===== config.mk =====
export PLATFORM = sky130hd
export DESIGN_NAME = lru_key_value_cache_top
export DESIGN_NICKNAME = d
export VERILOG_FILES = /design/src/design/lkvc_pkg.sv /design/src/design/lkvc_ctrl.sv /design/src/design/lkvc_dp.sv /design/src/design/lru_key_value_cache_top.sv
export SDC_FILE = /design/constraint.sdc
export NUM_CORES = 2
export LEC_CHECK = 0
export BUFFER_PORTS_ARGS = -buffer_cell sky130_fd_sc_hd__buf_2
export CAP_MARGIN = 20
export CORE_UTILIZATION = 63
export CTS_BUF_LIST = sky130_fd_sc_hd__clkbuf_16
export CTS_CLUSTER_SIZE = 16
export DETAILED_ROUTE_END_ITERATION = 6
export MAX_ROUTING_LAYER = met4
export PLACE_DENSITY = 0.89
export SLEW_MARGIN = 20
export SYNTH_ARGS = -nofsm -noshare
export SYNTH_HDL_FRONTEND = slang
export SYNTH_SLANG_ARGS = --single-unit

===== constraint.sdc =====
create_clock -name clk_i -period 7.95 [get_ports clk_i]
set_input_delay 1.59 -clock clk_i [delete_from_list [all_inputs] [get_ports clk_i]]
set_output_delay 1.59 -clock clk_i [all_outputs]
set_load 0.05 [all_outputs]

===== src/design/lkvc_pkg.sv =====
// ----------------------------------------------------------------------------
// lkvc_pkg
// Shared types and constants for the LRU key/value cache.
// ----------------------------------------------------------------------------
package lkvc_pkg;

  // Storage geometry.
  localparam int Entries   = 16;
  localparam int KeyBits   = 32;
  localparam int ValueBits = 32;
  localparam int IdxBits   = $clog2(Entries);
  localparam int AgeBits   = IdxBits;
  localparam int CountBits = $clog2(Entries + 1);

  // Capacity register.
  localparam int CapBits   = 5;
  localparam int CapReset  = 16;
  localparam int CmpBits   = (CapBits > CountBits) ? CapBits : CountBits;

  // Stream payload widths.
  localparam int InDataBits  = KeyBits + ValueBits;
  localparam int OutDataBits = ValueBits + KeyBits;
  localparam int OutUserBits = 2;

  // Operation selector.
  typedef enum logic {
    FuncInsert = 1'b0,
    FuncFind   = 1'b1
  } func_e;

  // Commands from the controller to the datapath.
  typedef struct packed {
    logic load_in;  // capture the accepted item
    logic lookup;   // register tag match, free slot and victim
    logic commit;   // update the entries and write the result register
  } lkvc_cmd_t;

endpackage


===== src/design/lkvc_ctrl.sv =====
// ----------------------------------------------------------------------------
// lkvc_ctrl
// Sequencer for the LRU cache: accept, look up, commit, and output handshake.
// ----------------------------------------------------------------------------
module lkvc_ctrl (
  input  logic              clk_i,
  input  logic              rst_ni,
  input  logic              in_valid_i,
  output logic              in_ready_o,
  output logic              out_valid_o,
  input  logic              out_ready_i,
  output lkvc_pkg::lkvc_cmd_t cmd_o
);

  typedef enum logic [2:0] {
    StIdle   = 3'b001,
    StLookup = 3'b010,
    StUpdate = 3'b100
  } ctrl_state_e;

  ctrl_state_e state_q, state_d;
  logic        out_valid_q, out_valid_d;

  always_comb begin
    state_d       = state_q;
    cmd_o         = '0;
    out_valid_d   = out_valid_q && !out_ready_i;
    unique case (state_q)
      StIdle: begin
        if (in_valid_i) begin
          cmd_o.load_in = 1'b1;
          state_d       = StLookup;
        end
      end
      StLookup: begin
        cmd_o.lookup = 1'b1;
        state_d      = StUpdate;
      end
      StUpdate: begin
        // The result register must be empty or emptying this cycle.
        if (!out_valid_q || out_ready_i) begin
          cmd_o.commit = 1'b1;
          out_valid_d  = 1'b1;
          state_d      = StIdle;
        end
      end
      default: begin
        state_d = StIdle;
      end
    endcase
  end

  always_ff @(posedge clk_i or negedge rst_ni) begin
    if (!rst_ni) begin
      state_q     <= StIdle;
      out_valid_q <= 1'b0;
    end else begin
      state_q     <= state_d;
      out_valid_q <= out_valid_d;
    end
  end

  assign in_ready_o  = (state_q == StIdle);
  assign out_valid_o = out_valid_q;

endmodule


===== src/design/lkvc_dp.sv =====
// ----------------------------------------------------------------------------
// lkvc_dp
// Datapath of the LRU cache: entry storage, tag match, victim and free slot
// selection, recency ages, capacity register and result register.
// ----------------------------------------------------------------------------
module lkvc_dp (
  input  logic                               clk_i,
  input  logic                               rst_ni,
  input  lkvc_pkg::lkvc_cmd_t                cmd_i,
  input  logic                               func_i,
  input  logic [lkvc_pkg::KeyBits-1:0]       key_i,
  input  logic [lkvc_pkg::ValueBits-1:0]     value_i,
  input  logic                               cfg_we_i,
  input  logic [lkvc_pkg::CapBits-1:0]       cfg_wdata_i,
  output logic                               ok_o,
  output logic [lkvc_pkg::ValueBits-1:0]     found_value_o,
  output logic                               evicted_o,
  output logic [lkvc_pkg::KeyBits-1:0]       evicted_key_o
);

  localparam int N = lkvc_pkg::Entries;

  // Captured item.
  lkvc_pkg::func_e                   func_q;
  logic [lkvc_pkg::KeyBits-1:0]      key_q;
  logic [lkvc_pkg::ValueBits-1:0]    value_q;

  // Entry storage.
  logic [lkvc_pkg::KeyBits-1:0]      entry_key_q   [N];
  logic [lkvc_pkg::ValueBits-1:0]    entry_value_q [N];
  logic [N-1:0]                      entry_valid_q, entry_valid_d;
  logic [lkvc_pkg::AgeBits-1:0]      entry_age_q   [N];
  logic [lkvc_pkg::AgeBits-1:0]      entry_age_d   [N];
  logic [lkvc_pkg::CountBits-1:0]    count_q, count_d;
  logic [lkvc_pkg::CapBits-1:0]      cap_q;

  // Lookup results.
  logic                              hit_q, full_q;
  logic [lkvc_pkg::IdxBits-1:0]      hit_idx_q, victim_idx_q, free_idx_q;
  logic [lkvc_pkg::AgeBits-1:0]      hit_age_q;

  // Result register.
  logic                              ok_q;
  logic [lkvc_pkg::ValueBits-1:0]    found_q;
  logic                              ev_q;
  logic [lkvc_pkg::KeyBits-1:0]      evkey_q;

  // Lookup logic.
  logic [N-1:0]                      hit_vec, victim_vec;
  logic [lkvc_pkg::IdxBits-1:0]      hit_idx, victim_idx, free_idx;
  logic                              hit_any;
  logic [lkvc_pkg::CmpBits-1:0]      eff_cap, count_ext;
  logic [lkvc_pkg::AgeBits-1:0]      oldest_age;

  always_comb begin
    // Capacity zero acts as one; anything above the entry count is clamped.
    if (cap_q == '0) begin
      eff_cap = lkvc_pkg::CmpBits'(1);
    end else if (lkvc_pkg::CmpBits'(cap_q) > lkvc_pkg::CmpBits'(N)) begin
      eff_cap = lkvc_pkg::CmpBits'(N);
    end else begin
      eff_cap = lkvc_pkg::CmpBits'(cap_q);
    end
    count_ext = lkvc_pkg::CmpBits'(count_q);

    // Ages of valid entries always form 0..count-1, so the LRU entry is the
    // one whose age equals count-1.
    oldest_age = lkvc_pkg::AgeBits'(count_q - lkvc_pkg::CountBits'(1));

    for (int i = 0; i < N; i++) begin
      hit_vec[i]    = entry_valid_q[i] && (entry_key_q[i] == key_q);
      victim_vec[i] = entry_valid_q[i] && (entry_age_q[i] == oldest_age);
    end

    hit_any    = |hit_vec;
    hit_idx    = '0;
    victim_idx = '0;
    free_idx   = '0;
    for (int i = N - 1; i >= 0; i--) begin
      if (hit_vec[i]) begin
        hit_idx = lkvc_pkg::IdxBits'(i);
      end
      if (victim_vec[i]) begin
        victim_idx = lkvc_pkg::IdxBits'(i);
      end
      if (!entry_valid_q[i]) begin
        free_idx = lkvc_pkg::IdxBits'(i);
      end
    end
  end

  // Commit logic.
  logic [lkvc_pkg::IdxBits-1:0] slot;
  logic                         do_insert, do_touch;

  always_comb begin
    slot          = full_q ? victim_idx_q : free_idx_q;
    do_insert     = cmd_i.commit && (func_q == lkvc_pkg::FuncInsert) && !hit_q;
    do_touch      = cmd_i.commit && (func_q == lkvc_pkg::FuncFind) && hit_q;
    entry_valid_d = entry_valid_q;
    count_d       = count_q;
    for (int i = 0; i < N; i++) begin
      entry_age_d[i] = entry_age_q[i];
    end

    if (do_touch) begin
      for (int i = 0; i < N; i++) begin
        if (lkvc_pkg::IdxBits'(i) == hit_idx_q) begin
          entry_age_d[i] = '0;
        end else if (entry_valid_q[i] && (entry_age_q[i] < hit_age_q)) begin
          entry_age_d[i] = entry_age_q[i] + lkvc_pkg::AgeBits'(1);
        end
      end
    end

    if (do_insert) begin
      for (int i = 0; i < N; i++) begin
        if (lkvc_pkg::IdxBits'(i) == slot) begin
          entry_age_d[i] = '0;
        end else if (entry_valid_q[i] && (entry_age_q[i] != '1)) begin
          entry_age_d[i] = entry_age_q[i] + lkvc_pkg::AgeBits'(1);
        end
      end
      entry_valid_d[slot] = 1'b1;
      if (!full_q) begin
        count_d = count_q + lkvc_pkg::CountBits'(1);
      end
    end
  end

  // Control-side state with reset.
  always_ff @(posedge clk_i or negedge rst_ni) begin
    if (!rst_ni) begin
      entry_valid_q <= '0;
      count_q       <= '0;
      cap_q         <= lkvc_pkg::CapBits'(lkvc_pkg::CapReset);
      for (int i = 0; i < N; i++) begin
        entry_age_q[i] <= '0;
      end
    end else begin
      entry_valid_q <= entry_valid_d;
      count_q       <= count_d;
      for (int i = 0; i < N; i++) begin
        entry_age_q[i] <= entry_age_d[i];
      end
      if (cfg_we_i) begin
        cap_q <= cfg_wdata_i;
      end
    end
  end

  // Payload registers.
  always_ff @(posedge clk_i) begin
    if (cmd_i.load_in) begin
      func_q  <= lkvc_pkg::func_e'(func_i);
      key_q   <= key_i;
      value_q <= value_i;
    end
    if (cmd_i.lookup) begin
      hit_q        <= hit_any;
      hit_idx_q    <= hit_idx;
      hit_age_q    <= entry_age_q[hit_idx];
      victim_idx_q <= victim_idx;
      free_idx_q   <= free_idx;
      full_q       <= (count_ext >= eff_cap);
    end
    if (do_insert) begin
      entry_key_q[slot]   <= key_q;
      entry_value_q[slot] <= value_q;
    end
    if (cmd_i.commit) begin
      if (func_q == lkvc_pkg::FuncFind) begin
        ok_q    <= hit_q;
        found_q <= hit_q ? entry_value_q[hit_idx_q] : '0;
        ev_q    <= 1'b0;
        evkey_q <= '0;
      end else begin
        ok_q    <= !hit_q;
        found_q <= '0;
        ev_q    <= !hit_q && full_q;
        evkey_q <= (!hit_q && full_q) ? entry_key_q[victim_idx_q] : '0;
      end
    end
  end

  assign ok_o          = ok_q;
  assign found_value_o = found_q;
  assign evicted_o     = ev_q;
  assign evicted_key_o = evkey_q;

endmodule


===== src/design/lru_key_value_cache_top.sv =====
// ----------------------------------------------------------------------------
// lru_key_value_cache_top
// Fully associative key/value cache with least-recently-used replacement.
// ----------------------------------------------------------------------------
//
//   Channel   Direction  Payload                                     Item
//   s_axis    in         tuser: func; tdata: key, value              request
//   m_axis    out        tuser: ok, evicted; tdata: found, ev. key   response
//   cfg       in         cfg_wdata_i: capacity (write only)          register
//
// Each request passes through three steps: one to accept it, one to match
// the key against all entries and pick the free slot and the victim, one to
// update the entries and load the response register. The three-step
// sequencer accepts a new request only from its idle step, so a request is
// not taken before the last one is committed. A stalled response holds the
// block in its commit step, and no new request is accepted meanwhile.
// Reset clears all valid bits, ages and the entry count and sets the
// capacity to sixteen; key and value storage is not cleared.
// ----------------------------------------------------------------------------
module lru_key_value_cache_top (
  input  logic                                clk_i,
  input  logic                                rst_ni,

  // Request stream.
  input  logic                                s_axis_tvalid,
  output logic                                s_axis_tready,
  input  logic [lkvc_pkg::InDataBits-1:0]     s_axis_tdata,   // key, value
  input  logic [0:0]                          s_axis_tuser,   // func

  // Response stream.
  output logic                                m_axis_tvalid,
  input  logic                                m_axis_tready,
  output logic [lkvc_pkg::OutDataBits-1:0]    m_axis_tdata,   // found_value, evicted_key
  output logic [lkvc_pkg::OutUserBits-1:0]    m_axis_tuser,   // ok, evicted

  // Capacity register write port.
  input  logic                                cfg_we_i,
  input  logic [lkvc_pkg::CapBits-1:0]        cfg_wdata_i
);

  // Commands from the sequencer to the datapath.
  lkvc_pkg::lkvc_cmd_t cmd;

  logic                              ok;
  logic [lkvc_pkg::ValueBits-1:0]    found_value;
  logic                              evicted;
  logic [lkvc_pkg::KeyBits-1:0]      evicted_key;

  // The sequencer owns the handshakes and the response valid flag.
  lkvc_ctrl u_ctrl (
    .clk_i       (clk_i),
    .rst_ni      (rst_ni),
    .in_valid_i  (s_axis_tvalid),
    .in_ready_o  (s_axis_tready),
    .out_valid_o (m_axis_tvalid),
    .out_ready_i (m_axis_tready),
    .cmd_o       (cmd)
  );

  // The datapath holds the entries, the capacity and the response payload.
  lkvc_dp u_dp (
    .clk_i         (clk_i),
    .rst_ni        (rst_ni),
    .cmd_i         (cmd),
    .func_i        (s_axis_tuser[0]),
    .key_i         (s_axis_tdata[lkvc_pkg::KeyBits-1:0]),
    .value_i       (s_axis_tdata[lkvc_pkg::InDataBits-1:lkvc_pkg::KeyBits]),
    .cfg_we_i      (cfg_we_i),
    .cfg_wdata_i   (cfg_wdata_i),
    .ok_o          (ok),
    .found_value_o (found_value),
    .evicted_o     (evicted),
    .evicted_key_o (evicted_key)
  );

  // Responses pack the found value in the low half and the evicted key above.
  assign m_axis_tdata = {evicted_key, found_value};
  assign m_axis_tuser = {evicted, ok};

endmodule


* Word level (Yosys, flattened, before mapping)
Memory sizes are Yosys's and may differ from the RTL's. A register that Yosys moved wholly into a read port is not among the register bits.
Index checks and enable logic that the tools add are counted.
** Storage, ports and cells
- Input port bits :: 75
- Output and inout bits :: 68
- Memory bits (writable) :: 1024
- Flip-flop bits (word level) :: 179
- Logic and storage cells :: 390
- Memories kept :: 2
** Memories
- u_dp.entry_key_q :: words 16, width 32, read ports 17, clocked after Yosys merged registers in 1, wr ports 1, RTL line lkvc_dp.sv:29 : logic [lkvc_pkg::KeyBits-1:0] entry_key_q [N];
- u_dp.entry_value_q :: words 16, width 32, read ports 1, clocked after Yosys merged registers in 1, wr ports 1, RTL line lkvc_dp.sv:30 : logic [lkvc_pkg::ValueBits-1:0] entry_value_q [N];
** Operators by class
- Add/sub/neg operators :: 18
- Muxes and demuxes :: 133
- Order comparisons :: 21
- Bitwise logic cells :: 5
- Reductions and logical operators :: 90
- Eq/ne operators :: 83
** Operators by type and width (number)
- $eq A32 B32 Y1 :: 16
- $mux W4 :: 99
- $mux W64 :: 2
- $logic_and A1 B1 Y1 :: 71
- $add A4 B1 Y4 const B :: 16
- $eq A4 B4 Y1 :: 16
- $eq A4 B4 Y1 const A :: 16
- $lt A4 B4 Y1 :: 16
- $ne A4 B4 Y1 const B :: 16
- $eq A3 B4 Y1 const A :: 8
- $mux W3 :: 10
- $bmux W4 S4 :: 1
- $eq A2 B4 Y1 const A :: 4
- $or A16 B16 Y16 :: 1
- $reduce_or A16 Y1 :: 1
- $mux W1 :: 13
- $mux W5 :: 2
- $pmux W3 S3 :: 1
- $eq A1 B4 Y1 const A :: 2
- $logic_not A4 Y1 :: 2
- $mux W2 :: 4
- $reduce_and A2 Y1 :: 4
- $reduce_and A8 Y1 :: 1
- $reduce_or A8 Y1 :: 1
- 21 further kinds :: 27

* Logic depth before layout (Yosys ltp)
An unclocked memory read counts as a cell.
- Depth after elaboration :: 23
- Depth in mapped cells :: 17
- Gate-level depth less buffers :: 14

* By module
A second synthesis with hierarchy kept.
** Unflattened totals
- Cells, all modules :: 3868
- Area total of the unflattened synthesis :: 59968.8 um2
** Modules (own cells, without submodules)
- lkvc_dp :: cells an instance 3847, instances 1, area an instance 59732.3 um2, seq. area each 37477.2 um2
- lkvc_ctrl :: cells an instance 19, instances 1, area an instance 221.5 um2, seq. area each 101.3 um2
- lru_key_value_cache_top :: cells an instance 2, instances 1, area an instance 15.0 um2, seq. area each 0.0 um2

* Worst setup path before layout
OpenSTA, ideal clock, no wires.
- Path type :: input to register
- Start point :: input m_axis_tready
- End point :: register u_dp.entry_age_q[7] (netlist name)
- Stages on the path :: 10
- Setup time :: 134 ps
- Buffers on the path :: 1
- Required time :: 7816 ps
- Setup slack :: 1527 ps
- Data arrival time :: 6289 ps
- Cell sequence :: nor2b_1 > nor2_1 > nand3_1 > clkbuf_1 > nor2_1 > a22oi_1 > nor2_1 > nand4_1 > xor2_1 > nor2_1
** RTL lines
- from (decl) :: RTL line lru_key_value_cache_top.sv:32 : input logic m_axis_tready,
- to (signal, indexed assignment) :: RTL line lkvc_dp.sv:144 : entry_age_q[i] <= entry_age_d[i];
- to (decl) :: RTL line lkvc_dp.sv:32 : logic [lkvc_pkg::AgeBits-1:0] entry_age_q [N];

* Final worst setup path
- Start point :: register u_dp.key_q[17] (netlist name)
- End point :: register u_dp.hit_age_q[0] (netlist name) (data pin)
** Between the ends
- Word-level cells in the longest chain between the ends :: 22
- Elaborated cells between the ends (all ways) :: 52
- Classes of those cells :: 16 x eq/ne; 19 x mux; 1 x bitwise; 16 x reduce/logical
** Ends and longest elaborated chain
- from (decl) :: RTL line lkvc_dp.sv:25 : logic [lkvc_pkg::KeyBits-1:0] key_q;
- from (signal assigned) :: RTL line lkvc_dp.sv:156 : key_q <= key_i;
- $eq A32 B32 Y1 :: RTL line lkvc_dp.sv:71 : hit_vec[i] = entry_valid_q[i] && (entry_key_q[i] == key_q);
- $logic_and A1 B1 Y1 :: RTL line lkvc_dp.sv:71
- $mux W4 (15 in series) :: RTL line lkvc_dp.sv:80 : if (hit_vec[i]) begin
- $mux W4 * :: RTL line lkvc_dp.sv:80
- $not A4 Y5 (implied by the code) * :: RTL line lkvc_dp.sv:162 : hit_age_q <= entry_age_q[hit_idx];
- $bmux W4 S4 * :: RTL line lkvc_dp.sv:162
- $mux W4 (implied by the code) * (2 in series) :: RTL line lkvc_dp.sv:162
- to (signal assigned) :: RTL line lkvc_dp.sv:162
- to (decl) :: RTL line lkvc_dp.sv:40 : logic [lkvc_pkg::AgeBits-1:0] hit_age_q;
Mark *: on every way between the ends. The rest lies on a longest branch, timed or not. The select of a mux whose other input is x is not followed.
A chain may end at the register's enable or synchronous reset.

==> flow_summary.toml <==
[cts]
cts_resized = 0
clk_path_buf_depth = 3
ctsHoldBuffers = 0
clock_insertion_delay_worst_skew_ps = 760
cts.clk_slew.worst_paths_ps = 60
cts_root_buffer = "clkbuf_16"
cts_tree = "done"
cts_setup_buffers = 0
htreeDepth = 4
cts_made_buffers = 130
cts.sinks = 1267

[timing]
tightest_slew_ps = 1240
min_period_ps = 4830
drv_slew = 0
setup_slack_ps = 3120
rsz0062_at_grt = "false"
fmax_mhz = 207
finalCritPeriodShare = 0.608
hold_violations = 0
finalSetupViolCount = 0
setup-tns-final_ps = 0
relSlewSlack = 0.170
skew_ps = 44.5
hold_slack_ps = 484

[synth]
synth.cell_area_um2 = 57000
ys_seq_area_frac = 0.659
synth.avg_cell_area_um2 = 17.4
synth_cells = 3275
ys.flop_type = "edfxtp_1"
synth_fp_nets = 3422
netlist-cell-type-count = 71
ys.warnings.count = 0
yosysTopAreaCellShare = 0.618
synth-async-reset-ratio = 0.0742
synth_top_cell_by_area = "edfxtp_1"
synthTopCellsByArea = "edfxtp_1, mux4_2, xor2_1, xnor2_1, dfrtp_1"
synth-seq-cells = 1267
synth_edf_count = 1173

[final_layout]
nets = 3614
final_cells = 4747
final_common_cell = "edfxtp_1"
drive_above_1_share = 0.223
most-common-layout-cells = "edfxtp_1, xor2_1, mux4_2, xnor2_1, buf_2"
final_area_um2 = 63200
fill_cells = 5200
areaGrowthSynthToFinish_pct = 10.9

[status]
violations = "DRC"
outcome = "finished with violations"

[place]
postPlaceCellArea_um2 = 59100
io_buffers = 142
dp_cells = 4500
gp_congestion = 1.14
detailed_place_hpwl_um = 103000
dp_slack_ps = 3270

[global_route]
grt_max_degree = 133
antenna_found_initial = 15
grt_pass1_wl_um = 239000
track_usage = 0.390
grt_pass1_vias = 32800
gr-total-overflow = 0

[pwr]
leakage_nw = 21.7
p_per_area_nw_per_um2 = 268
ir_drop_v = 0.000270

[floorplanning]
core_area_um2 = 89100
start_util = 0.640
die_h_um = 303
ios = 143
dieArea_um2 = 91700
fp.dieW_um = 303
rows = 109

[routing]
routed-wl-met2_um = 78400
wl_met3_um = 23300
m1WireLength_um = 57200
first_pass_iters = 7
drt_iter0_drc = 5902
ant_nets = 0
routed.top_layer = "met4"
wl_per_cell_um = 35.7
vias = 33800
remaining_drc_errors = 38
viasPerCell = 7.13
wirelength_um = 170000

[worst_setup_path]
worstPathRequired_ps = 8450
critPathArrivalTime_ps = 5340
crit_type = "flop to flop"
cp-start-kind = "flop"
worstSetupEndpointType = "flop"
crit_fanout = 32

[flow_run]
maxCapViolations = 0

[hold_path]
hp-class = "flop to flop"
## kinds of logic after synthesis
| family | synth area share |
|---|---|
| flops | 0.659 |
| xor+xnor | 0.0964 |
| simple gates | 0.0554 |
| mux | 0.135 |
| buf+inv | 0.0177 |
| compound gates | 0.0211 |
| fa+ha+maj | 0.0158 |
## power breakdown
group / switching (mW) / total (mW) / internal (mW)
Sequential: 0.265 / 8.00 / 7.73
Clock: 2.70 / 5.99 / 3.29
Combinational: 1.92 / 2.99 / 1.06
## cell type report
| class | count | area [um2] | share of cell area |
|---|---|---|---|
| flip-flops and latches | 1267 | 37600 | 0.594 |
| multi-input cells | 1820 | 18600 | 0.294 |
| clock buffers | 132 | 3300 | 0.0522 |
| well taps | 1165 | 1460 | 0.0231 |
| repair buffers | 222 | 1360 | 0.0216 |
| clock inverters | 101 | 805 | 0.0127 |
| inverters | 26 | 108 | 0.00170 |
| diodes | 14 | 35.0 | 0.000554 |
## worst paths after layout
| kind | start | endpoint | slack [ps] | cells past startpoint |
|---|---|---|---|---|
| max in group asynchronous | rst_ni | u_dp.entry_valid_q[1] | 6010 | 2 |
| setup / recovery | u_dp.key_q[17] | u_dp.hit_age_q[0] | 3120 | 11 |
| hold / removal | u_dp.count_ext[4] | u_dp.count_ext[4] | 480 | 1 |
| setup reg to reg | u_dp.key_q[17] | u_dp.hit_age_q[0] | 3120 | 11 |
| hold reg to reg | u_dp.count_ext[4] | u_dp.count_ext[4] | 480 | 1 |
| min in group asynchronous | rst_ni | u_dp.cap_q[2] | 860 | 1 |
## cell usage after synthesis (61+ instances only)
| cell | number |
|---|---|
| nor2_1 | 122 |
| xor2_1 | 349 |
| nand4_1 | 90 |
| xnor2_1 | 279 |
| dfrtp_1 | 92 |
| nor4_1 | 75 |
| ha_1 | 72 |
| clkbuf_1 | 66 |
| nand2_1 | 61 |
| mux4_2 | 320 |
| edfxtp_1 | 1173 |
## through the flow
step | utilization | total power [mW]
after floorplan | - | 9.97
after global placement | 0.663 | 10.9
after detailed placement | 0.663 | 11.0
after CTS | 0.710 | 16.8
after global routing | 0.710 | 17.3
final | 0.710 | 17.0
## layer usage
layer	vias to the layer above	track usage
met4	0	0.201
met2	3077	0.578
met5	-	-
met3	564	0.114
li1	13200	-
met1	17000	0.493
## worst max-delay path: stages, from the launching register on
cell and delay [ps]:
edfxtp_1 320, buf_4 420, xnor2_1 250, nand4_1 320
nor4_1 870, nand4_1 160, or4_1 780, o221ai_4 660
mux2_2 410, o22ai_1 160, a221o_1 140, mux2i_1 60
## state kept, by name, summed over array words and instances (netlist names), 3 cells and up
name,cells
u_ctrl.state_q,3
u_dp.free_idx_q,4
u_dp.entry_valid_q,16
u_dp.cap_q,5
u_dp.hit_age_q,4
u_dp.entry_key_q,512
u_dp.key_q,32
u_dp.entry_age_q,64
u_dp.found_value_o,32
u_dp.count_ext,5
u_dp.hit_idx_q,4
u_dp.evicted_key_o,32
u_dp.entry_value_q,512
u_dp.victim_idx_q,4
u_dp.value_q,32
No activity file was read; power rests on OpenSTA's default activity.
